--- config.mk ---
export PLATFORM = sky130hd
export DESIGN_NAME = sgtr_ctrl
export DESIGN_NICKNAME = d
export VERILOG_FILES = /design/src/design/sgtr_pkg.sv /design/src/design/sgtr_ctrl.sv
export SDC_FILE = /design/constraint.sdc
export NUM_CORES = 1
export LEC_CHECK = 0
export BUFFER_PORTS_ARGS = -buffer_cell sky130_fd_sc_hd__buf_2
export CAP_MARGIN = 20
export CORE_AREA = 3 3 40 42
export DETAILED_ROUTE_END_ITERATION = 10
export DIE_AREA = 0 0 43 45
export PLACE_DENSITY = 0.62
export SLEW_MARGIN = 10
export SYNTH_ARGS = -nofsm -noshare
export SYNTH_HDL_FRONTEND = slang
export SYNTH_SLANG_ARGS = --single-unit
--- constraint.sdc ---
create_clock -name clk -period 2.46 [get_ports clk]
set_input_delay 0.123 -clock clk [delete_from_list [all_inputs] [get_ports clk]]
set_output_delay 0.123 -clock clk [all_outputs]
set_load 0.05 [all_outputs]
--- src/design/sgtr_pkg.sv ---
package sgtr_pkg;

  // Frame geometry
  localparam int FRAME_WIDTH   = 320;
  localparam int FRAME_HEIGHT  = 240;
  localparam int MAX_SCALE     = 16;

  // Frame store: one word holds WORD_BITS horizontally adjacent pixels
  localparam int WORD_BITS     = 32;
  localparam int WORD_SHIFT    = $clog2(WORD_BITS);
  localparam int WORDS_PER_ROW = (FRAME_WIDTH + WORD_BITS - 1) / WORD_BITS;
  localparam int FRAME_WORDS   = WORDS_PER_ROW * FRAME_HEIGHT;
  localparam int ADDR_W        = $clog2(FRAME_WORDS);
  localparam int X_W           = $clog2(FRAME_WIDTH);
  localparam int Y_W           = $clog2(FRAME_HEIGHT);

  // Field and register widths
  localparam int ACTION_W      = 2;
  localparam int BITS_W        = 8;
  localparam int ROW_W         = 4;
  localparam int GW_W          = 4;
  localparam int RX_W          = 9;
  localparam int RY_W          = 8;
  localparam int PEN_W         = 12;
  localparam int SCALE_W       = 5;
  localparam int POS_W         = 10;
  localparam int FH_W          = 5;
  localparam int CFG_IDX_W     = 2;
  localparam int CFG_DATA_W    = 10;

  // Internal datapath widths
  localparam int CNT_W         = $clog2(MAX_SCALE);
  localparam int XB_W          = PEN_W + 1;
  localparam int YB_W          = 12;
  localparam int ROW_OFF_W     = ROW_W + SCALE_W;

  // Constants of the rendering rule
  localparam int GLYPH_COLS    = 8;
  localparam int Y_OFFSET      = 9;
  localparam int PEN_MAX       = 2047;
  localparam int PEN_MIN       = -2048;

  // Reset values of the configuration registers
  localparam int SCALE_RST     = 1;
  localparam int FH_RST        = 8;

  typedef enum logic [ACTION_W-1:0] {
    ACT_START = 2'd0,
    ACT_GLYPH = 2'd1,
    ACT_READ  = 2'd2,
    ACT_NONE  = 2'd3
  } action_t;

  typedef enum logic [CFG_IDX_W-1:0] {
    REG_SCALE       = 2'd0,
    REG_ORIGIN_X    = 2'd1,
    REG_ORIGIN_Y    = 2'd2,
    REG_FONT_HEIGHT = 2'd3
  } cfg_reg_t;

  typedef enum logic [2:0] {
    ST_INIT,
    ST_IDLE,
    ST_CLEAR,
    ST_COL,
    ST_PIX,
    ST_READ,
    ST_FINISH
  } state_t;

  // Controller to datapath
  typedef struct packed {
    logic load;
    logic clr_step;
    logic col_next;
    logic pix_step;
    logic finish;
  } ctrl_cmd_t;

  // Datapath to controller
  typedef struct packed {
    action_t act;
    logic    clr_last;
    logic    col_end;
    logic    col_draw;
    logic    pix_last;
    logic    out_free;
  } dp_status_t;

  // Word address of a pixel inside the frame store
  function automatic logic [ADDR_W-1:0] word_addr(logic [X_W-1:0] x, logic [Y_W-1:0] y);
    return ADDR_W'(y) * ADDR_W'(WORDS_PER_ROW) + ADDR_W'(x >> WORD_SHIFT);
  endfunction

endpackage

--- src/design/sgtr_ctrl.sv ---
module sgtr_ctrl import sgtr_pkg::*; (
  input  logic       clk,
  input  logic       rst,
  input  logic       in_valid,
  output logic       in_ready,
  input  dp_status_t sts,
  output ctrl_cmd_t  cmd
);

  state_t state;
  state_t state_next;

  // State register; reset starts the clearing pass
  always_ff @(posedge clk) begin
    if (rst) begin
      state <= ST_INIT;
    end else begin
      state <= state_next;
    end
  end

  // Next state and commands
  always_comb begin
    state_next = state;
    cmd        = '0;
    in_ready   = 1'b0;
    case (state)
      ST_INIT: begin
        cmd.clr_step = 1'b1;
        if (sts.clr_last) begin
          state_next = ST_IDLE;
        end
      end
      ST_IDLE: begin
        in_ready = 1'b1;
        if (in_valid) begin
          cmd.load = 1'b1;
          case (action_t'(sts.act))
            default: state_next = ST_FINISH;
          endcase
        end
      end
      ST_CLEAR: begin
        cmd.clr_step = 1'b1;
        if (sts.clr_last) begin
          state_next = ST_FINISH;
        end
      end
      ST_COL: begin
        if (sts.col_end) begin
          state_next = ST_FINISH;
        end else if (sts.col_draw) begin
          state_next = ST_PIX;
        end else begin
          cmd.col_next = 1'b1;
        end
      end
      ST_PIX: begin
        cmd.pix_step = 1'b1;
        if (sts.pix_last) begin
          cmd.col_next = 1'b1;
          state_next   = ST_COL;
        end
      end
      ST_READ: begin
        state_next = ST_FINISH;
      end
      ST_FINISH: begin
        if (sts.out_free) begin
          cmd.finish = 1'b1;
          state_next = ST_IDLE;
        end
      end
      default: begin
        state_next = ST_INIT;
      end
    endcase
    // Branch on the incoming action once the item is taken
    if (state == ST_IDLE && in_valid) begin
      case (sts.act)
        ACT_START: state_next = ST_CLEAR;
        ACT_GLYPH: state_next = ST_COL;
        ACT_READ:  state_next = ST_READ;
        default:   state_next = ST_FINISH;
      endcase
    end
  end

endmodule

==> report_table.html, run 1 <==
<table>
<tr><th>Metric</th><th>Value</th></tr>
<tr><th colspan="2">Critical path</th></tr>
<tr><td>Capturing instance or port of the critical path</td><td>cmd[2]</td></tr>
<tr><td>Largest stage delay, worst path</td><td>0.51 ns</td></tr>
<tr><td>Launching instance or port of the critical path</td><td>state[1]</td></tr>
<tr><td>Crit Path Class</td><td>reg -&gt; out</td></tr>
<tr><td>Cell with the biggest individual delay on the critical path</td><td>dfxtp_1</td></tr>
<tr><td>Data arrival time of the critical path</td><td>1.49 ns</td></tr>
<tr><td>Cell count of the worst reg-to-reg path</td><td>4</td></tr>
<tr><td>CP Max Fanout</td><td>9</td></tr>
<tr><td>Launch point of the worst reg-to-reg path</td><td>state[2]</td></tr>
<tr><td>Endpoint of the lowest-slack register-to-register path</td><td>state[1]</td></tr>
<tr><td>Endpoint required time on the critical path</td><td>2.34 ns</td></tr>
<tr><td>Count of buffer and inverter cells on the critical path</td><td>1</td></tr>
<tr><td>Worst reg-to-reg setup slack</td><td>1.15 ns</td></tr>
<tr><td>CP delay by family, top</td><td>flip-flops</td></tr>
<tr><td>List of cells traversed by the critical path</td><td>nor3b_2 &gt; nand3b_1 &gt; o21ai_0 &gt; buf_2</td></tr>
<tr><td>Count of cell instances traversed by the critical path</td><td>4</td></tr>
<tr><td>Sort of element at the start of the critical path</td><td>flip-flop</td></tr>
<tr><td>Nature of the critical path endpoint</td><td>output port</td></tr>
<tr><th colspan="2">Floorplanning</th></tr>
<tr><td>Die Area</td><td>0.00194 mm2</td></tr>
<tr><td>Boundary pin count</td><td>16</td></tr>
<tr><td>Standard-cell row count</td><td>13</td></tr>
<tr><td>Initial standard-cell utilization of the core</td><td>0.293</td></tr>
<tr><td>Floorplan core area</td><td>0.00128 mm2</td></tr>
<tr><td>Die Span X</td><td>43 um</td></tr>
<tr><td>Die boundary height</td><td>45 um</td></tr>
<tr><th colspan="2">Pwr</th></tr>
<tr><td>Total power consumption of the routed design</td><td>0.541 mW</td></tr>
<tr><td>Leak pwr</td><td>0.228 nW</td></tr>
<tr><td>Power density over the cells</td><td>1160 mW/mm2</td></tr>
<tr><td>Maximum vdd drop</td><td>361 uV</td></tr>
<tr><th colspan="2">Flow run</th></tr>
<tr><td>Count of maximum capacitance violations</td><td>0</td></tr>
<tr><th colspan="2">Run status</th></tr>
<tr><td>Run status</td><td>completed</td></tr>
<tr><th colspan="2">Synth</th></tr>
<tr><td>Syn avg cell area</td><td>8.56 um2</td></tr>
<tr><td>Cell count after synthesis</td><td>44</td></tr>
<tr><td>Area contributors post-synth</td><td>dfxtp_1 (16%), ha_1 (10%), buf_6 (6.0%)</td></tr>
<tr><td>Sequential element share of the synthesized area</td><td>0.159</td></tr>
<tr><td>Synth Register Bits</td><td>3</td></tr>
<tr><td>Library cells used by synthesis</td><td>30</td></tr>
<tr><td>Total nets after synthesis</td><td>57</td></tr>
<tr><td>Warnings, synthesis</td><td>0</td></tr>
<tr><td>Post-synthesis cell type with the largest combined area</td><td>dfxtp_1</td></tr>
<tr><td>Share of the synthesized area in the top cell type</td><td>0.159</td></tr>
<tr><td>Synth Cell Area</td><td>377 um2</td></tr>
<tr><th colspan="2">Cells and area</th></tr>
<tr><td>Layout cell share with drive strength beyond 1</td><td>0.467</td></tr>
<tr><td>Final cell count without fillers</td><td>75</td></tr>
<tr><td>Post-layout net count</td><td>74</td></tr>
<tr><td>Synth-to-layout area growth</td><td>23.9%</td></tr>
<tr><td>Most common cell after layout, fill and taps aside</td><td>buf_2</td></tr>
<tr><td>Number of fill cells in the layout</td><td>143</td></tr>
<tr><td>Flip-flop count of the largest register, all copies and words added</td><td>3</td></tr>
<tr><td>Top reg by flops</td><td>state</td></tr>
<tr><td>Number of diodes added for antenna fixing</td><td>0</td></tr>
<tr><td>Largest registers</td><td>state: 3 flops</td></tr>
<tr><td>Most frequent cells in the layout</td><td>buf_2 (15), nand2_1 (5), nor2_1 (4)</td></tr>
<tr><th colspan="2">Routing</th></tr>
<tr><td>Detailed router's first-iteration violation count</td><td>3</td></tr>
<tr><td>Vias/cell</td><td>4.76</td></tr>
<tr><td>Total wirelength of the detailed-routed design</td><td>791 um</td></tr>
<tr><td>Count of nets left with antenna violations after detail routing</td><td>0</td></tr>
<tr><td>WL per Instance</td><td>10.5 um</td></tr>
<tr><td>Total DRC errors in the routed layout</td><td>0</td></tr>
<tr><td>Number of iterations in the first detailed-routing pass</td><td>4</td></tr>
<tr><td>Via Count</td><td>357</td></tr>
<tr><th colspan="2">Worst hold path</th></tr>
<tr><td>Hold/Removal Path Class</td><td>in -&gt; reg</td></tr>
<tr><th colspan="2">CTS</th></tr>
<tr><td>Clock insertion delay at the later pin of the skew report</td><td>0.23 ns</td></tr>
<tr><td>Cts hold-fix bufs</td><td>0</td></tr>
<tr><td>Clock-pin slew of the registers on the worst-case setup and hold paths</td><td>0.04 ns</td></tr>
<tr><td>Cts repair resizes</td><td>0</td></tr>
<tr><td>Root buf cell</td><td>clkbuf_4</td></tr>
<tr><td>TritonCTS clock tree</td><td>yes</td></tr>
<tr><td>TritonCTS buffer count</td><td>3</td></tr>
<tr><td>Sinks on Clock Net</td><td>3</td></tr>
<tr><td>Post-CTS Setup Inserts</td><td>0</td></tr>
<tr><td>Clock Tree Buf Depth</td><td>2</td></tr>
<tr><td>H-tree depth reported by CTS</td><td>1</td></tr>
<tr><th colspan="2">Global routing</th></tr>
<tr><td>GRT met1 Usage</td><td>0.120</td></tr>
<tr><td>Number of global-route vias before repair</td><td>316</td></tr>
<tr><td>Met2 Usage GRT</td><td>0.144</td></tr>
<tr><td>GR peak layer</td><td>met2</td></tr>
<tr><td>Remaining global-route overflow</td><td>0</td></tr>
<tr><td>Global Route met3 Usage</td><td>0.0319</td></tr>
<tr><td>Overall fraction of global-route tracks in use</td><td>0.0906</td></tr>
<tr><td>Pin count of the biggest net entering global routing</td><td>11</td></tr>
<tr><td>Initial antenna violation count</td><td>0</td></tr>
<tr><td>Wire length of the first global-routing pass</td><td>1360 um</td></tr>
<tr><th colspan="2">Timing</th></tr>
<tr><td>Total negative setup slack</td><td>0 ns</td></tr>
<tr><td>Final Hold Vio Count</td><td>0</td></tr>
<tr><td>Final Max Slew Viols</td><td>0</td></tr>
<tr><td>Min Clock Period, post-route</td><td>1.61 ns</td></tr>
<tr><td>Setup clock skew after layout</td><td>0.00321 ns</td></tr>
<tr><td>Highest Clock Rate</td><td>620 MHz</td></tr>
<tr><td>Slew at the pin with the worst max-slew slack</td><td>0.433 ns</td></tr>
<tr><td>Setup violation total in the final timing report</td><td>0</td></tr>
<tr><td>Max_slew headroom</td><td>0.711</td></tr>
<tr><td>Share of the clock period used by the worst path</td><td>0.656</td></tr>
<tr><td>RSZ-0062 raised after global routing</td><td>no</td></tr>
<tr><th colspan="2">Placed design</th></tr>
<tr><td>Placer Congestion</td><td>0.750</td></tr>
<tr><td>Number of buffers inserted by port buffering</td><td>15</td></tr>
<tr><td>Placed instance count</td><td>71</td></tr>
<tr><td>DP HPWL</td><td>614 um</td></tr>
</table>
[stage by stage]
step	worst slack, ns	area [um2]	hold WS (ns)	utilization
finish	0.847	467	0.139	0.363
global route	0.658	467	0.139	0.363
CTS	0.814	467	0.138	0.363
detailed placement	1.06	440	0.369	0.343
global placement	1.09	440	0.365	0.343
floorplan	0.651	377	0.192	-
[power breakdown]
part	total [mW]	switching (mW)	leakage, nW	internal (mW)
clock network	0.0819	0.0214	0.0150	0.0605
registers	0.129	0.0593	0.0247	0.0699
logic	0.330	0.204	0.189	0.125
[per-layer routing]
layer	share of wire	vias up
met2	0.47	16
li1	-	188
met3	0.092	0
met5	0	-
met4	0	0
met1	0.44	153
[worst min path at each step]
stage	from	slack [ns]	cells past startpoint	end
2_1_floorplan	rst	0.19	1	state[2]
3_3_place_gp	rst	0.37	2	state[1]
3_5_place_dp	rst	0.37	2	state[2]
4_1_cts	rst	0.14	2	state[2]
5_1_grt	rst	0.14	2	state[1]
6_report	rst	0.14	2	state[1]
[cell type report]
type                       count  area, um2  area share
timing repair buffer          15       75.1       0.161
inverter                       2       7.51      0.0161
tap                           15       18.8      0.0402
clock buffer                   4       26.3      0.0563
sequential                     3       60.1       0.129
multi-input combinational     36        279       0.598
[cells in the mapped netlist]
cell type and instances:
nor3_1 1, o31ai_1 1, nand3b_1 1, a21o_2 1, nor3b_2 1, inv_1 2, o21ai_1 1, nor4b_1 1
nor2_1 4, nor3b_4 1, a21boi_1 1, nand2b_4 1, a21oi_2 1, o31ai_2 1, a31oi_1 1, ha_1 3
buf_6 2, and2_2 1, dfxtp_1 3, nand3b_2 1, buf_4 1, nor3_2 1, o21ai_0 1, nand3_1 1
nand2_1 5, and3b_2 1, or2b_1 1, a21oi_1 1, o2111a_1 1, nand2b_1 2
[cell families (layout without fill, tap and decap cells)]
kind of cell | count (synthesis) | after routing | share of synthesized area
AO/OA/AOI/OAI | 10 | 10 | 0.206
adder cells (fa/ha/maj) | 3 | 3 | 0.0997
buffers and inverters | 5 | 21 | 0.0997
flip-flops | 3 | 3 | 0.159
AND/OR/NAND/NOR | 23 | 23 | 0.435
No activity file was read; power rests on OpenSTA's default activity.
==> run 2, diff against run 1 <==
--- a/config.mk
+++ b/config.mk
@@ -10,7 +10,7 @@
 export CORE_AREA = 3 3 40 42
 export DETAILED_ROUTE_END_ITERATION = 10
 export DIE_AREA = 0 0 43 45
-export PLACE_DENSITY = 0.62
+export PLACE_DENSITY = 0.64
 export SLEW_MARGIN = 10
 export SYNTH_ARGS = -nofsm -noshare
 export SYNTH_HDL_FRONTEND = slang
==> constraint.sdc (replaced) <==
create_clock -name clk -period 1.4 [get_ports clk]
set_input_delay 0.07 -clock clk [delete_from_list [all_inputs] [get_ports clk]]
set_output_delay 0.07 -clock clk [all_outputs]
set_load 0.05 [all_outputs]
==> run 2 against run 1 <==
Effect of this change:
- worst setup slack got worse by 0.76 ns
- global-route usage shrank 0.67 points
- non-clock buffer count is 2 higher
- first-iteration DRC count decreased by 100%
- count of clock-buffer cells in the layout is the same
- sequential share of layout area increased by 0.22 points
- via count up 3.9%
- final area up 8.6%
- utilization rose by 3.1 points
- wire length increased by 1.9%
- clock power is 93% higher
- hold slack got worse by 0.084 ns
==> report_table.html, run 2 (synthesis gave the netlist of run 1 again) <==
<table>
<tr><th>Metric</th><th>Value</th></tr>
<tr><th colspan="2">Timing</th></tr>
<tr><td>Max_slew headroom</td><td>0.828</td></tr>
<tr><td>Smallest setup slack after layout</td><td>0.0855 ns</td></tr>
<tr><td>Final Max Slew Viols</td><td>0</td></tr>
<tr><td>RSZ-0062 raised after global routing</td><td>no</td></tr>
<tr><td>Slew at the pin with the worst max-slew slack</td><td>0.254 ns</td></tr>
<tr><td>Setup violation total in the final timing report</td><td>0</td></tr>
<tr><td>Share of the clock period used by the worst path</td><td>0.939</td></tr>
<tr><td>Total negative setup slack</td><td>0 ns</td></tr>
<tr><td>Final Hold Vio Count</td><td>0</td></tr>
<tr><td>Highest Clock Rate</td><td>761 MHz</td></tr>
<tr><td>Min Clock Period, post-route</td><td>1.31 ns</td></tr>
<tr><td>Setup clock skew after layout</td><td>0.00198 ns</td></tr>
<tr><th colspan="2">Routing</th></tr>
<tr><td>Total wirelength of the detailed-routed design</td><td>806 um</td></tr>
<tr><td>Via Count</td><td>371</td></tr>
<tr><td>Detailed router's first-iteration violation count</td><td>0</td></tr>
<tr><td>Total DRC errors in the routed layout</td><td>0</td></tr>
<tr><td>Vias/cell</td><td>4.82</td></tr>
<tr><td>Number of iterations in the first detailed-routing pass</td><td>1</td></tr>
<tr><td>Count of nets left with antenna violations after detail routing</td><td>0</td></tr>
<tr><td>WL per Instance</td><td>10.5 um</td></tr>
<tr><th colspan="2">Cells and area</th></tr>
<tr><td>Synth-to-layout area growth</td><td>34.6%</td></tr>
<tr><td>Number of fill cells in the layout</td><td>143</td></tr>
<tr><td>Flip-flop and latch area</td><td>66.3 um2</td></tr>
<tr><td>Layout cell share with drive strength beyond 1</td><td>0.548</td></tr>
<tr><td>Most common cell after layout, fill and taps aside</td><td>buf_2</td></tr>
<tr><td>Flip-flop count of the largest register, all copies and words added</td><td>3</td></tr>
<tr><td>Multi-input gate area</td><td>289 um2</td></tr>
<tr><td>Most frequent cells in the layout</td><td>buf_2 (13), nand2_1 (5), nor2_1 (4)</td></tr>
<tr><td>Largest registers</td><td>state: 3 flops</td></tr>
<tr><td>Number of diodes added for antenna fixing</td><td>0</td></tr>
<tr><td>Top reg by flops</td><td>state</td></tr>
<tr><td>Post-layout net count</td><td>76</td></tr>
<tr><th colspan="2">Critical path</th></tr>
<tr><td>Data arrival time of the critical path</td><td>1.24 ns</td></tr>
<tr><td>Launch point of the worst reg-to-reg path</td><td>state[2]</td></tr>
<tr><td>CP Max Fanout</td><td>9</td></tr>
<tr><td>Worst reg-to-reg setup slack</td><td>0.15 ns</td></tr>
<tr><td>Cell count of the worst reg-to-reg path</td><td>5</td></tr>
<tr><td>Launching instance or port of the critical path</td><td>state[1]</td></tr>
<tr><td>Endpoint of the lowest-slack register-to-register path</td><td>state[0]</td></tr>
<tr><td>Crit Path Class</td><td>reg -&gt; out</td></tr>
<tr><td>Sort of element at the start of the critical path</td><td>flip-flop</td></tr>
<tr><td>Endpoint required time on the critical path</td><td>1.33 ns</td></tr>
<tr><td>Nature of the critical path endpoint</td><td>output port</td></tr>
<tr><th colspan="2">Run status</th></tr>
<tr><td>Run status</td><td>completed</td></tr>
<tr><th colspan="2">CTS</th></tr>
<tr><td>H-tree depth reported by CTS</td><td>1</td></tr>
<tr><td>Sinks on Clock Net</td><td>3</td></tr>
<tr><td>Cts hold-fix bufs</td><td>0</td></tr>
<tr><td>Clock Tree Buf Depth</td><td>2</td></tr>
<tr><td>TritonCTS clock tree</td><td>yes</td></tr>
<tr><td>Root buf cell</td><td>clkbuf_4</td></tr>
<tr><td>TritonCTS buffer count</td><td>3</td></tr>
<tr><td>Clock-pin slew of the registers on the worst-case setup and hold paths</td><td>0.04 ns</td></tr>
<tr><td>Clock insertion delay at the later pin of the skew report</td><td>0.24 ns</td></tr>
<tr><th colspan="2">Placed design</th></tr>
<tr><td>Worst slack after detailed placement</td><td>0.0863 ns</td></tr>
<tr><td>Number of buffers inserted by port buffering</td><td>15</td></tr>
<tr><td>DP HPWL</td><td>617 um</td></tr>
<tr><td>Placer Congestion</td><td>0.829</td></tr>
<tr><th colspan="2">Global routing</th></tr>
<tr><td>Wire length of the first global-routing pass</td><td>1290 um</td></tr>
<tr><td>Initial antenna violation count</td><td>0</td></tr>
<tr><td>Remaining global-route overflow</td><td>0</td></tr>
<tr><td>Pin count of the biggest net entering global routing</td><td>11</td></tr>
<tr><td>Number of global-route vias before repair</td><td>333</td></tr>
<tr><td>Overall fraction of global-route tracks in use</td><td>0.0839</td></tr>
<tr><th colspan="2">Worst hold path</th></tr>
<tr><td>Startpoint of the lowest-slack hold path</td><td>rst</td></tr>
<tr><td>Hold/Removal Path Class</td><td>in -&gt; reg</td></tr>
<tr><td>Hold-critical path depth</td><td>2</td></tr>
<tr><td>Endpoint, Worst Hold</td><td>state[1]</td></tr>
<tr><th colspan="2">Pwr</th></tr>
<tr><td>Total power consumption of the routed design</td><td>1.04 mW</td></tr>
<tr><td>Leak pwr</td><td>0.247 nW</td></tr>
<tr><td>Maximum vdd drop</td><td>762 uV</td></tr>
<tr><td>Power density over the cells</td><td>2050 mW/mm2</td></tr>
<tr><th colspan="2">Floorplanning</th></tr>
<tr><td>Floorplan core area</td><td>0.00128 mm2</td></tr>
<tr><td>Die Span X</td><td>43 um</td></tr>
<tr><td>Standard-cell row count</td><td>13</td></tr>
<tr><td>Die Area</td><td>0.00194 mm2</td></tr>
<tr><td>Die boundary height</td><td>45 um</td></tr>
<tr><td>Boundary pin count</td><td>16</td></tr>
<tr><td>Initial standard-cell utilization of the core</td><td>0.293</td></tr>
<tr><th colspan="2">Flow run</th></tr>
<tr><td>Count of maximum capacitance violations</td><td>0</td></tr>
</table>
-- run 2: changes by cell type in the layout (fill, tap and decap cells not counted) --
cell	before	now
buf_6	0	1
buf_4	0	3
nor3b_2	1	0
buf_2	15	13
nor3b_4	1	2
o21ai_0	1	0
dfxtp_1	3	0
dfxtp_4	0	1
o21ai_2	0	1
dfxtp_2	0	2
-- run 2: timing repair --
| item | CTS | global route |
|---|---|---|
| endpoints found under the setup margin | 2 | 5 |
| pin swaps | 0 | 1 |
| cloned | 0 | 0 |
| setup buffers | 0 | 1 |
| endpoints found under the hold margin | 0 | 0 |
| gates resized for setup | 4 | 5 |
-- run 2: through the flow --
step,util,instance area [um2],hold WS (ns),instances
final,0.394,507,0.0553,77
after detailed placement,0.349,448,0.305,72
after global routing,0.394,507,0.0545,77
after global placement,0.349,448,0.305,72
after floorplan,-,380,0.139,44
after CTS,0.375,482,0.0498,76
-- run 2: critical path: stages (launching register included) --
cell	delay, ns
dfxtp_4	0.40
nor3b_4	0.21
nand3b_1	0.14
o21ai_2	0.09
buf_6	0.17
-- run 2: area by class of cell --
| class | instances | share of cell area |
|---|---|---|
| inverter | 2 | 0.0148 |
| clock buffer | 4 | 0.0519 |
| sequential | 3 | 0.131 |
| timing repair buffer | 17 | 0.195 |
| tap | 15 | 0.0370 |
| multi-input combinational | 36 | 0.570 |
-- run 2: worst max path at each step --
stage | slack [ns] | cells past startpoint | endpoint
finish | 0.09 | 4 | cmd[2]
global route | 0.02 | 3 | cmd[4]
CTS | 0.006 | 4 | cmd[2]
detailed placement | 0.09 | 4 | cmd[2]
global placement | 0.07 | 4 | cmd[2]
floorplan | -0.11 | 5 | state[1]
-- run 2: where the power goes --
| part | switching (mW) | internal [mW] | leakage (nW) |
|---|---|---|---|
| Sequential | 0.0989 | 0.137 | 0.0261 |
| Combinational | 0.377 | 0.268 | 0.206 |
| Clock | 0.0511 | 0.107 | 0.0150 |
| Total | 0.527 | 0.512 | 0.247 |
-- run 2: layer usage --
layer,GRT usage,wire (um),share of wire
met5,0,0,0
met4,0.0361,11,0.014
met3,0.0159,65,0.081
met2,0.144,385,0.48
met1,0.103,343,0.43
==> run 3, diff against run 2 <==
==> constraint.sdc (replaced) <==
create_clock -name clk -period 1.4 [get_ports clk]
set_input_delay 0.21 -clock clk [delete_from_list [all_inputs] [get_ports clk]]
set_output_delay 0.21 -clock clk [all_outputs]
set_load 0.05 [all_outputs]
==> run 3 against run 2 <==
Effect of this change:
- the run now ends with negative setup slack left
- final area increased by 12%
- global-route usage rose by 0.92 points
- clock power shrank 4%
- largest power group unchanged
- largest cell class unchanged
- clock skew decreased by 0.0011 ns
- via count up 1.3%
- wire length grew 9.8%
==> report_table.html, run 3 (synthesis gave the netlist of run 1 again) <==
<table>
<tr><th>Metric</th><th>Value</th></tr>
<tr><th colspan="2">CTS</th></tr>
<tr><td>Clock insertion delay at the later pin of the skew report</td><td>0.23 ns</td></tr>
<tr><td>Sinks on Clock Net</td><td>3</td></tr>
<tr><td>TritonCTS buffer count</td><td>3</td></tr>
<tr><td>Clock Tree Buf Depth</td><td>2</td></tr>
<tr><td>TritonCTS clock tree</td><td>yes</td></tr>
<tr><td>Root buf cell</td><td>clkbuf_4</td></tr>
<tr><td>Clock-pin slew of the registers on the worst-case setup and hold paths</td><td>0.04 ns</td></tr>
<tr><td>Cts hold-fix bufs</td><td>0</td></tr>
<tr><td>H-tree depth reported by CTS</td><td>1</td></tr>
<tr><th colspan="2">Pwr</th></tr>
<tr><td>Net switching share of the total power</td><td>0.483</td></tr>
<tr><td>Leak pwr</td><td>0.271 nW</td></tr>
<tr><td>Portion of total power attributed to combinational logic</td><td>0.670</td></tr>
<tr><td>Sequential Power Share</td><td>0.196</td></tr>
<tr><td>Internal portion of total power</td><td>0.581 mW</td></tr>
<tr><td>Power density over the cells</td><td>1970 mW/mm2</td></tr>
<tr><td>Maximum vdd drop</td><td>806 uV</td></tr>
<tr><td>Share of total power in the clock network</td><td>0.134</td></tr>
<tr><td>Switching power</td><td>0.542 mW</td></tr>
<tr><th colspan="2">Critical path</th></tr>
<tr><td>Data arrival time of the critical path</td><td>1.20 ns</td></tr>
<tr><td>CP Max Fanout</td><td>3</td></tr>
<tr><td>Endpoint required time on the critical path</td><td>1.19 ns</td></tr>
<tr><td>Launching instance or port of the critical path</td><td>state[1]</td></tr>
<tr><td>Launch point of the worst reg-to-reg path</td><td>state[1]</td></tr>
<tr><td>Crit Path Class</td><td>reg -&gt; out</td></tr>
<tr><td>Nature of the critical path endpoint</td><td>output port</td></tr>
<tr><td>Sort of element at the start of the critical path</td><td>flip-flop</td></tr>
<tr><th colspan="2">Timing</th></tr>
<tr><td>Min Clock Period, post-route</td><td>1.41 ns</td></tr>
<tr><td>Setup violation total in the final timing report</td><td>1</td></tr>
<tr><td>Highest Clock Rate</td><td>710 MHz</td></tr>
<tr><td>Final Max Slew Viols</td><td>0</td></tr>
<tr><td>Max_slew headroom</td><td>0.820</td></tr>
<tr><td>Smallest setup slack after layout</td><td>-0.00919 ns</td></tr>
<tr><td>RSZ-0062 raised after global routing</td><td>yes</td></tr>
<tr><td>Total negative setup slack</td><td>-0.00919 ns</td></tr>
<tr><td>Share of the clock period used by the worst path</td><td>1.01</td></tr>
<tr><td>Setup clock skew after layout</td><td>0.000867 ns</td></tr>
<tr><td>Slew at the pin with the worst max-slew slack</td><td>0.267 ns</td></tr>
<tr><td>Final Hold Vio Count</td><td>0</td></tr>
<tr><th colspan="2">Global routing</th></tr>
<tr><td>Number of global-route vias before repair</td><td>343</td></tr>
<tr><td>Overall fraction of global-route tracks in use</td><td>0.0931</td></tr>
<tr><td>Initial antenna violation count</td><td>0</td></tr>
<tr><td>Wire length of the first global-routing pass</td><td>1370 um</td></tr>
<tr><td>Remaining global-route overflow</td><td>0</td></tr>
<tr><td>Pin count of the biggest net entering global routing</td><td>11</td></tr>
<tr><th colspan="2">Cells and area</th></tr>
<tr><td>Most frequent cells in the layout</td><td>buf_2 (11), nand2_1 (5), clkbuf_4 (5), buf_4 (5)</td></tr>
<tr><td>Flip-flop count of the largest register, all copies and words added</td><td>3</td></tr>
<tr><td>Largest registers</td><td>state: 3 flops</td></tr>
<tr><td>Most common cell after layout, fill and taps aside</td><td>buf_2</td></tr>
<tr><td>Synth-to-layout area growth</td><td>51.2%</td></tr>
<tr><td>Number of diodes added for antenna fixing</td><td>0</td></tr>
<tr><td>Final cell count without fillers</td><td>81</td></tr>
<tr><td>Top reg by flops</td><td>state</td></tr>
<tr><td>Layout cell share with drive strength beyond 1</td><td>0.606</td></tr>
<tr><td>Post-layout net count</td><td>80</td></tr>
<tr><th colspan="2">Floorplanning</th></tr>
<tr><td>Die Area</td><td>0.00194 mm2</td></tr>
<tr><td>Die boundary height</td><td>45 um</td></tr>
<tr><td>Standard-cell row count</td><td>13</td></tr>
<tr><td>Die Span X</td><td>43 um</td></tr>
<tr><td>Initial standard-cell utilization of the core</td><td>0.293</td></tr>
<tr><td>Floorplan core area</td><td>0.00128 mm2</td></tr>
<tr><td>Boundary pin count</td><td>16</td></tr>
<tr><th colspan="2">Placed design</th></tr>
<tr><td>Worst slack after detailed placement</td><td>0.0513 ns</td></tr>
<tr><td>Placer Congestion</td><td>0.733</td></tr>
<tr><td>Number of buffers inserted by port buffering</td><td>15</td></tr>
<tr><td>DP HPWL</td><td>616 um</td></tr>
<tr><td>Placed instance count</td><td>72</td></tr>
<tr><th colspan="2">Routing</th></tr>
<tr><td>Count of nets left with antenna violations after detail routing</td><td>0</td></tr>
<tr><td>WL per Instance</td><td>10.9 um</td></tr>
<tr><td>Routed met2 length</td><td>390 um</td></tr>
<tr><td>Vias/cell</td><td>4.64</td></tr>
<tr><td>Detailed router's first-iteration violation count</td><td>5</td></tr>
<tr><td>Via Count</td><td>376</td></tr>
<tr><td>Total DRC errors in the routed layout</td><td>0</td></tr>
<tr><td>Top Layer Used</td><td>met3</td></tr>
<tr><td>Post-route met1 wirelength</td><td>422 um</td></tr>
<tr><td>Number of iterations in the first detailed-routing pass</td><td>4</td></tr>
<tr><td>Met3 Wirelength</td><td>72 um</td></tr>
<tr><td>Total wirelength of the detailed-routed design</td><td>885 um</td></tr>
<tr><th colspan="2">Run status</th></tr>
<tr><td>Run status</td><td>finished, violations left</td></tr>
<tr><td>Failing checks</td><td>negative setup slack</td></tr>
<tr><th colspan="2">Worst hold path</th></tr>
<tr><td>Startpoint of the lowest-slack hold path</td><td>rst</td></tr>
<tr><td>Hold/Removal Path Class</td><td>in -&gt; reg</td></tr>
<tr><th colspan="2">Flow run</th></tr>
<tr><td>Count of maximum capacitance violations</td><td>0</td></tr>
</table>
## run 3: power groups by stage
stage	Clock, mW	Combinational [mW]	Sequential (mW)
after global routing	0.170	0.805	0.227
final	0.151	0.752	0.220
after floorplan	0	0.633	0.139
after detailed placement	0	0.629	0.212
after global placement	0	0.626	0.210
after CTS	0.160	0.694	0.224
## run 3: layout make-up
cell class	count	area [um2]
Fill cell	128	716
Inverter	2	7.51
Tap cell	15	18.8
Clock buffer	4	26.3
Multi-Input combinational cell	36	300
Timing Repair Buffer	21	145
Sequential cell	3	71.3
## run 3: stage by stage
stage / hold slack, ns / cell area [um2] / utilization / total power [mW]
after floorplan: 0.279 / 385 / - / 0.772
after detailed placement: 0.440 / 453 / 0.352 / 0.842
final: 0.199 / 569 / 0.443 / 1.12
after CTS: 0.187 / 529 / 0.412 / 1.08
after global routing: 0.196 / 569 / 0.443 / 1.20
after global placement: 0.442 / 453 / 0.352 / 0.836
## run 3: worst max-delay path: stages (launching register included)
cell      delay [ns]
dfxtp_4         0.36
nor3b_4         0.19
nand3b_1        0.14
o21ai_2         0.09
buf_6           0.17
## run 3: metal layers
layer	track usage	vias to the layer above
met5	0	-
met1	0.113	162
met4	0.0181	0
li1	-	200
met2	0.150	14
met3	0.0478	0
## run 3: what timing repair did
item	CTS	global route
gates resized for setup	10	6
buffers inserted	2	3
pin swaps	1	2
setup endpoints to repair	5	5
gates cloned	0	0
## run 3: worst paths after layout
kind / slack (ns) / cells past startpoint / to
setup / recovery: -0.009 / 4 / cmd[2]
hold reg to reg: 0.71 / 4 / state[0]
setup reg to reg: 0.03 / 6 / state[0]
hold / removal: 0.20 / 2 / state[1]
